--- config.mk ---
export PLATFORM = sky130hd
export DESIGN_NAME = tffe_ctrl
export DESIGN_NICKNAME = d
export VERILOG_FILES = /design/src/sv/tile_flood_fill_editor_assert.svh /design/src/sv/tffe_pkg.sv /design/src/sv/tffe_ctrl.sv
export SDC_FILE = /design/constraint.sdc
export NUM_CORES = 1
export LEC_CHECK = 0
export BUFFER_PORTS_ARGS = -buffer_cell sky130_fd_sc_hd__buf_2
export CAP_MARGIN = 15
export CORE_AREA = 3 3 40 42
export CTS_CLUSTER_DIAMETER = 50
export DETAILED_ROUTE_END_ITERATION = 8
export DIE_AREA = 0 0 43 45
export SKIP_CTS_REPAIR_TIMING = 1
export SLEW_MARGIN = 20
export SYNTH_ARGS = -nofsm -noshare
export SYNTH_HDL_FRONTEND = slang
export SYNTH_SLANG_ARGS = --single-unit
export TNS_END_PERCENT = 30
--- constraint.sdc ---
create_clock -name clk -period 1.5 [get_ports clk]
set_input_delay 0.075 -clock clk [delete_from_list [all_inputs] [get_ports clk]]
set_output_delay 0.075 -clock clk [all_outputs]
set_load 0.03 [all_outputs]
--- src/sv/tile_flood_fill_editor_assert.svh ---
// Assertion macros for the tile flood fill editor
`ifndef TILE_FLOOD_FILL_EDITOR_ASSERT_SVH
`define TILE_FLOOD_FILL_EDITOR_ASSERT_SVH
// implication checked on every clock, skipped during reset
`define TFF_ASSERT_IMP(label, a, c) \
	label: assert property (@(posedge clk) disable iff (!arst_n) (a) |-> (c)) \
		else $error("assertion failed");
// next-cycle implication
`define TFF_ASSERT_NXT(label, a, c) \
	label: assert property (@(posedge clk) disable iff (!arst_n) (a) |=> (c)) \
		else $error("assertion failed");
`endif

--- src/sv/tffe_pkg.sv ---
// Package for the tile flood fill editor: sizes, command codes, states, structs
package tffe_pkg;
	localparam int TileSize = 16;
	localparam int Tiles = 16;
	localparam int CoordW = $clog2(TileSize);
	localparam int PixW = 2 * CoordW;
	localparam int PixCnt = TileSize * TileSize;
	localparam int TileW = $clog2(Tiles);
	localparam int AddrW = TileW + PixW;
	localparam int SpW = PixW + 1;

	typedef enum logic [2:0] {
		CMD_PLOT = 3'd0,
		CMD_ERASE = 3'd1,
		CMD_FLOOD = 3'd2,
		CMD_FILL = 3'd3,
		CMD_READ = 3'd4
	} cmd_t;

	typedef enum logic [3:0] {
		ST_INIT,
		ST_IDLE,
		ST_RD,
		ST_WAIT,
		ST_DECIDE,
		ST_CLEAR,
		ST_SEED,
		ST_FILL,
		ST_POP,
		ST_POPWAIT,
		ST_CHECK,
		ST_NBR_RD,
		ST_NBR,
		ST_FINAL_RD,
		ST_FINAL_WAIT,
		ST_OUT
	} state_t;

	typedef enum logic [3:0] {
		OP_NONE,
		OP_LATCH,
		OP_RD_SEED,
		OP_WR_SEED,
		OP_INIT_STEP,
		OP_CLR_STEP,
		OP_FILL_STEP,
		OP_PUSH_SEED,
		OP_POP,
		OP_RD_TOP,
		OP_PAINT,
		OP_NBR_STEP,
		OP_RD_FINAL,
		OP_SHOW
	} op_t;

	typedef struct packed {
		op_t op;
	} ctl_t;

	typedef struct packed {
		logic [2:0] cmd;
		logic differs;
		logic target_eq_paint;
		logic cnt_last;
		logic sp_zero;
		logic pix_eq_target;
		logic dir_last;
		logic init_last;
		logic out_valid;
	} sts_t;
endpackage

--- src/sv/tffe_ctrl.sv ---
// Controller state machine sequencing every command
module tffe_ctrl import tffe_pkg::*; (
	input logic clk,
	input logic arst_n,
	input logic in_fire,
	input sts_t sts,
	output ctl_t ctl,
	output logic busy
);
	state_t state_q, state_d;

	always_ff @(posedge clk or negedge arst_n) begin
		if (!arst_n)
			state_q <= ST_INIT;
		else
			state_q <= state_d;
	end

	always_comb begin
		state_d = state_q;
		case (state_q)
			ST_INIT: if (sts.init_last) state_d = ST_IDLE;
			ST_IDLE: if (in_fire) state_d = ST_RD;
			ST_RD: state_d = ST_WAIT;
			ST_WAIT: state_d = ST_DECIDE;
			ST_DECIDE: begin
				if (sts.cmd == CMD_FLOOD)
					state_d = sts.target_eq_paint ? ST_FINAL_RD : ST_CLEAR;
				else if (sts.cmd == CMD_FILL)
					state_d = ST_FILL;
				else
					state_d = ST_FINAL_RD;
			end
			ST_CLEAR: if (sts.cnt_last) state_d = ST_SEED;
			ST_SEED: state_d = ST_POP;
			ST_FILL: if (sts.cnt_last) state_d = ST_FINAL_RD;
			ST_POP: state_d = sts.sp_zero ? ST_FINAL_RD : ST_POPWAIT;
			ST_POPWAIT: state_d = ST_CHECK;
			ST_CHECK: state_d = sts.pix_eq_target ? ST_NBR_RD : ST_POP;
			ST_NBR_RD: state_d = ST_NBR;
			ST_NBR: state_d = sts.dir_last ? ST_POP : ST_NBR_RD;
			ST_FINAL_RD: state_d = ST_FINAL_WAIT;
			ST_FINAL_WAIT: state_d = ST_OUT;
			ST_OUT: if (!sts.out_valid) state_d = ST_IDLE;
			default: state_d = ST_IDLE;
		endcase
	end

	always_comb begin
		ctl.op = OP_NONE;
		busy = state_q != ST_IDLE;
		case (state_q)
			ST_INIT: ctl.op = OP_INIT_STEP;
			ST_IDLE: if (in_fire) ctl.op = OP_LATCH;
			ST_RD: ctl.op = OP_RD_SEED;
			ST_WAIT: ctl.op = OP_NONE;
			ST_DECIDE: ctl.op = OP_WR_SEED;
			ST_CLEAR: ctl.op = OP_CLR_STEP;
			ST_SEED: ctl.op = OP_PUSH_SEED;
			ST_FILL: ctl.op = OP_FILL_STEP;
			ST_POP: ctl.op = sts.sp_zero ? OP_NONE : OP_POP;
			ST_POPWAIT: ctl.op = OP_RD_TOP;
			ST_CHECK: ctl.op = OP_PAINT;
			ST_NBR_RD: ctl.op = OP_NONE;
			ST_NBR: ctl.op = OP_NBR_STEP;
			ST_FINAL_RD: ctl.op = OP_RD_FINAL;
			ST_FINAL_WAIT: ctl.op = OP_NONE;
			ST_OUT: ctl.op = sts.out_valid ? OP_NONE : OP_SHOW;
			default: ctl.op = OP_NONE;
		endcase
	end
endmodule
==> results of run 1 <==
## through the flow
step / worst slack (ns) / cells / util, % / cell area (µm²)
floorplan: 0.06304 / 64 / - / 483.0
global placement: 0.04965 / 100 / 48.98 / 629.4
detailed placement: 0.05527 / 100 / 48.98 / 629.4
CTS: -0.1417 / 103 / 50.73 / 651.9
finish: 0.007977 / 110 / 58.42 / 750.7
global route: -0.1151 / 110 / 58.42 / 750.7
## cells by family (layout without fill, tap and decap cells)
| family | after synthesis | after routing | synth area share, % |
|---|---|---|---|
| DFF | 4 | 4 | 20.73 |
| and+or+nand+nor | 30 | 30 | 33.68 |
| AOI/OAI and AO/OA | 22 | 22 | 35.49 |
| buffers and inverters | 6 | 37 | 5.957 |
| muxes | 1 | 1 | 2.331 |
| xor gates and xnor gates | 1 | 1 | 1.814 |
## per-layer routing
layer  global-route usage, %  up-vias  wire, µm
met4                   7.229        0         0
met3                   1.195        0        49
met5                       0        -         0
met1                   20.19      280       670
met2                   20.96       15       741
li1                        -      301         -
## report_power, final
group,internal [mW],switching (mW),leakage [nW]
logic,0.758,0.795,0.275
clock network,0.0892,0.0395,0.0138
registers,0.179,0.112,0.0447
## layout make-up
type	instances	area share, %
Clock buffer	3	3.000
Inverter	1	0.5000
Multi-Input combinational cell	54	49.50
Sequential cell	4	13.83
Tap cell	15	2.500
Timing Repair Buffer	33	30.67
## worst max path at each step
stage and to:
2_1_floorplan ctl[0], 3_3_place_gp state_q[0], 3_5_place_dp state_q[0], 4_1_cts ctl[3], 5_1_grt state_q[1], 6_report state_q[1]
## worst register-to-register path: cells and delay by family, from the launching register on
family | cells | cell delay [ns]
compound gates | 3 | 0.44
buf+inv | 1 | 0.17
flops | 1 | 0.46
simple gates | 1 | 0.28
## synthesized netlist by cell type (all sizes together)
master / n / area (µm²)
nand2: 10 / 37.54
o21ai: 7 / 35.03
nor2: 6 / 22.52
buf: 5 / 25.02
dfrtp: 4 / 100.1
nor2b: 4 / 25.02
nand2b: 3 / 18.77
nor3b: 3 / 22.52
nand3b: 2 / 15.01
o211ai: 2 / 20.02
o22ai: 2 / 12.51
a2111oi: 1 / 15.01
a211oi: 1 / 7.510
a21boi: 1 / 7.510
a21oi: 1 / 5.000
a221o: 1 / 10.01
and3: 1 / 11.26
and4b: 1 / 10.01
inv: 1 / 3.750
mux2: 1 / 11.26
o2111ai: 1 / 8.760
o21bai: 1 / 7.510
o221ai: 1 / 15.01
o311a: 1 / 10.01
o31ai: 1 / 7.510
o32a: 1 / 10.01
xnor2: 1 / 8.760
==> flow_metrics.py, run 1 <==
metrics = {
    "outcome": {
        "outcome": "completed",
    },
    "worst_setup_path": {
        "r2r-end": "state_q[1]",
        "crit_fanout": 6,
        "critical-path-slowest-cell": "dfrtp_2",
        "cp.arrival_ns": 1.59,
        "r2r-start": "state_q[2]",
        "crit_start": "state_q[2]",
        "worstSetupPathType": "reg -> reg",
        "path_cells": "buf_4 -> nor3b_1 -> a2111oi_2 -> a211oi_1 -> o22ai_1",
        "critical_path_required_ns": 1.60,
        "path_buf_inv": 1,
        "cp-start-kind": "register",
        "cp_top_family": "flip-flops",
        "cp.depth": 5,
        "critPathCaptureType": "register",
        "r2r_slack_ns": 0.008,
        "slowest_delay_ns": 0.46,
        "reg2reg_depth": 5,
    },
    "global_routing": {
        "grt_pass1_wl_mm": 2.049,
        "antenna_found_initial": 0,
        "grt_usage_pct": 14.04,
        "grt_max_degree": 11,
        "grt_overflow": 0,
        "grt_pass1_vias": 477,
    },
    "place": {
        "routabilityCongestion": 0.8475,
        "portBuffers": 17,
        "dpl.hpwl_um": 974.8,
    },
    "route": {
        "postRouteAntennaNets": 0,
        "first_iter_violations": 18,
        "drt-total-wl_mm": 1.460,
        "via_per_inst": 5.418,
        "vias": 596,
        "wl_per_cell_um": 13.27,
        "first_pass_iters": 4,
        "drc": 0,
    },
    "timing": {
        "setup_violations": 0,
        "worstMarginPinSlew_ns": 0.3511,
        "setup_tns_ns": 0,
        "rsz0062_at_grt": "true",
        "finalHoldViolCount": 0,
        "min_period_over_period_pct": 99.47,
        "drv_slew": 0,
        "maxSlewHeadroom_pct": 76.55,
        "holdWs_ns": 0.08221,
        "fin_skew_ns": 0.001013,
        "min_period_ns": 1.492,
        "fmax_mhz": 670.2,
    },
    "cells_and_area": {
        "top_register": "state_q",
        "area_growth_pct": 55.44,
        "drive_gt1_share_pct": 48.42,
        "largest_reg_flops": 4,
        "fillers": 133,
        "n_antenna_cell": 0,
        "seqCellArea_um2": 103.9,
        "multi_input_area_um2": 371.6,
        "layout_commonest_cell": "buf_2",
        "layout_common_cells": "16 x buf_2, 13 x buf_4, 10 x nand2_1",
        "top_regs": "state_q (4)",
        "fin_nets": 111,
    },
    "cts": {
        "cts_buffers": 3,
        "clock_latency_ns": 0.23,
        "ctsHtreeMaxLevel": 1,
        "root_buffer": "clkbuf_4",
        "clk_pin_slew_ns": 0.04,
        "clk_path_buf_depth": 2,
        "cts.sinks": 4,
        "tritoncts": "yes",
    },
    "floorplan": {
        "initial_core_util_pct": 37.59,
        "dieArea_um2": 1935,
        "coreArea_um2": 1285,
        "die_h_um": 45,
        "ios": 19,
        "die_w_um": 43,
        "placementRows": 13,
    },
    "synth": {
        "yosysSeqAreaShare_pct": 20.73,
        "yosysWarnings": 0,
        "syn_avg_cell_area_um2": 7.546,
        "syn_inst": 64,
        "ys_ff_latch": 4,
        "synth_nets": 78,
        "syn_area_um2": 483.0,
        "ys_types": 29,
    },
    "power_and_ir_drop": {
        "powerDensity_nw_per_um2": 2627,
        "vdd_drop_max_uv": 1206,
        "leakagePower_nw": 0.3335,
        "fin_total_pwr_mw": 1.972,
    },
    "worst_hold_path": {
        "min_from": "sts[1]",
        "min_to": "state_q[0]",
        "hold_depth": 2,
        "hold_class": "in -> reg",
    },
    "flow_run": {
        "drv_cap": 0,
    },
}
Note: power is estimated with default switching activity, not from simulation.
==> inputs of run 2 (changes only) <==
- PLACE_DENSITY: unset -> 0.59
==> run 2 against run 1 <==
  * The flow now finishes with violations (setup timing)
  * Register-to-register slack lost 0.03 ns
  * Power grew 11%
  * Critical path depth is the same
  * Count of clock-buffer cells in the layout is the same
  * Via count grew 6.0%
  * Die area is the same
  * Clock skew grew 0.0086 ns
  * Final cell count grew 1.8%
  * Critical path type is now reg -> out
  * Critical endpoint is now ctl[0]
  * Largest power group unchanged
==> flow_metrics.py, run 2 (synthesis results as in run 1) <==
metrics = {
    "floorplan": {
        "die_h_um": 45,
        "placementRows": 13,
        "initial_core_util_pct": 37.59,
        "dieArea_um2": 1935,
        "coreArea_um2": 1285,
        "die_w_um": 43,
        "ios": 19,
    },
    "worst_setup_path": {
        "cp.arrival_ns": 1.47,
        "worstSetupPathType": "reg -> out",
        "critical_path_required_ns": 1.42,
        "critPathCaptureType": "output pin",
        "crit_fanout": 5,
        "cp-start-kind": "register",
    },
    "timing": {
        "min_period_ns": 1.546,
        "layout_setup_ws_ns": -0.04572,
        "worstMarginPinSlew_ns": 0.3702,
        "holdWs_ns": 0.06340,
        "setup_violations": 3,
        "finalHoldViolCount": 0,
        "rsz0062_at_grt": "true",
        "fmax_mhz": 647.0,
        "drv_slew": 0,
        "maxSlewHeadroom_pct": 75.27,
        "fin_skew_ns": 0.009572,
        "min_period_over_period_pct": 103.0,
        "setup_tns_ns": -0.08176,
    },
    "global_routing": {
        "antenna_found_initial": 0,
        "grt_overflow": 0,
        "grt_max_degree": 10,
        "grt_usage_pct": 16.05,
        "grt_pass1_wl_mm": 2.283,
        "grt_pass1_vias": 516,
    },
    "cts": {
        "cts.sinks": 4,
        "clock_latency_ns": 0.25,
        "clk_path_buf_depth": 2,
        "tritoncts": "yes",
        "clk_pin_slew_ns": 0.04,
        "root_buffer": "clkbuf_4",
        "ctsHtreeMaxLevel": 1,
        "cts_buffers": 3,
    },
    "route": {
        "first_pass_iters": 5,
        "via_per_inst": 5.643,
        "drc": 0,
        "vias": 632,
        "first_iter_violations": 19,
        "wl_per_cell_um": 14.83,
        "postRouteAntennaNets": 0,
        "drt-total-wl_mm": 1.661,
    },
    "cells_and_area": {
        "final_cells": 112,
        "n_antenna_cell": 0,
        "top_regs": "state_q (4)",
        "largest_reg_flops": 4,
        "layout_commonest_cell": "buf_4",
        "area_growth_pct": 66.58,
        "layout_common_cells": "15 x buf_4, 13 x buf_2, 9 x nand2_1",
        "drive_gt1_share_pct": 54.64,
        "top_register": "state_q",
        "fin_nets": 113,
    },
    "power_and_ir_drop": {
        "pwr-share-seq_pct": 13.1,
        "switching_share_pct": 47.86,
        "vdd_drop_max_uv": 1422,
        "fin_total_pwr_mw": 2.184,
        "powerDensity_nw_per_um2": 2715,
        "p_comb_share_pct": 80.4,
        "clockPowerShare_pct": 6.5,
        "leakagePower_nw": 0.3482,
        "p_sw_mw": 1.045,
        "intPower_mw": 1.139,
    },
    "place": {
        "place_ws_ns": 0.06870,
        "dpl.hpwl_mm": 1.051,
        "dp_cells": 102,
        "routabilityCongestion": 0.8543,
        "portBuffers": 17,
    },
    "worst_hold_path": {
        "hold_class": "in -> reg",
    },
    "flow_run": {
        "drv_cap": 0,
    },
    "outcome": {
        "violations": "setup timing",
        "outcome": "finished with violations",
    },
}
## run 2: path summary, 6_finish.rpt
| check | cells after the start | startpoint | endpoint | slack, ns |
|---|---|---|---|---|
| hold / removal | 2 | sts[1] | state_q[0] | 0.06 |
| hold reg to reg | 3 | state_q[0] | state_q[2] | 0.76 |
| setup / recovery | 5 | state_q[3] | ctl[0] | -0.05 |
| min in group asynchronous | 2 | arst_n | state_q[0] | 0.16 |
| max in group asynchronous | 2 | arst_n | state_q[1] | 1.20 |
| setup reg to reg | 6 | state_q[3] | state_q[1] | -0.02 |
## run 2: area by class of cell
| type | count | area (µm²) |
|---|---|---|
| clock buffer | 3 | 22.52 |
| fill | 119 | 480.5 |
| inverter | 1 | 3.754 |
| multi-input combinational | 54 | 394.1 |
| sequential | 4 | 105.1 |
| tap | 15 | 18.77 |
| timing repair buffer | 35 | 260.3 |
## run 2: power by group through the flow
stage,Sequential [mW],Combinational [mW],Clock (mW)
floorplan,0.221,0.955,0
global route,0.294,1.89,0.156
CTS,0.289,1.33,0.146
detailed placement,0.289,1.33,0
finish,0.287,1.76,0.142
global placement,0.293,1.32,0
## run 2: critical path, cell delays in order (launching register included)
cell,delay [ns]
dfrtp_2,0.43
buf_12,0.14
nor2_1,0.28
o31ai_1,0.12
o21ai_1,0.08
buf_4,0.17
## run 2: routing by layer
| metal | global-route usage [%] | routed length, µm | vias up |
|---|---|---|---|
| met4 | 9.036 | 23 | 0 |
| met2 | 23.95 | 850 | 30 |
| met5 | 0 | 0 | - |
| met1 | 21.95 | 670 | 296 |
| li1 | - | - | 304 |
| met3 | 2.789 | 115 | 2 |
## run 2: per-stage QoR
stage / util [%] / cell area, µm²
final: 62.61 / 804.5
after global routing: 62.61 / 804.5
after CTS: 51.90 / 666.9
after detailed placement: 50.15 / 644.4
after global placement: 50.15 / 644.4
after floorplan: - / 483.0
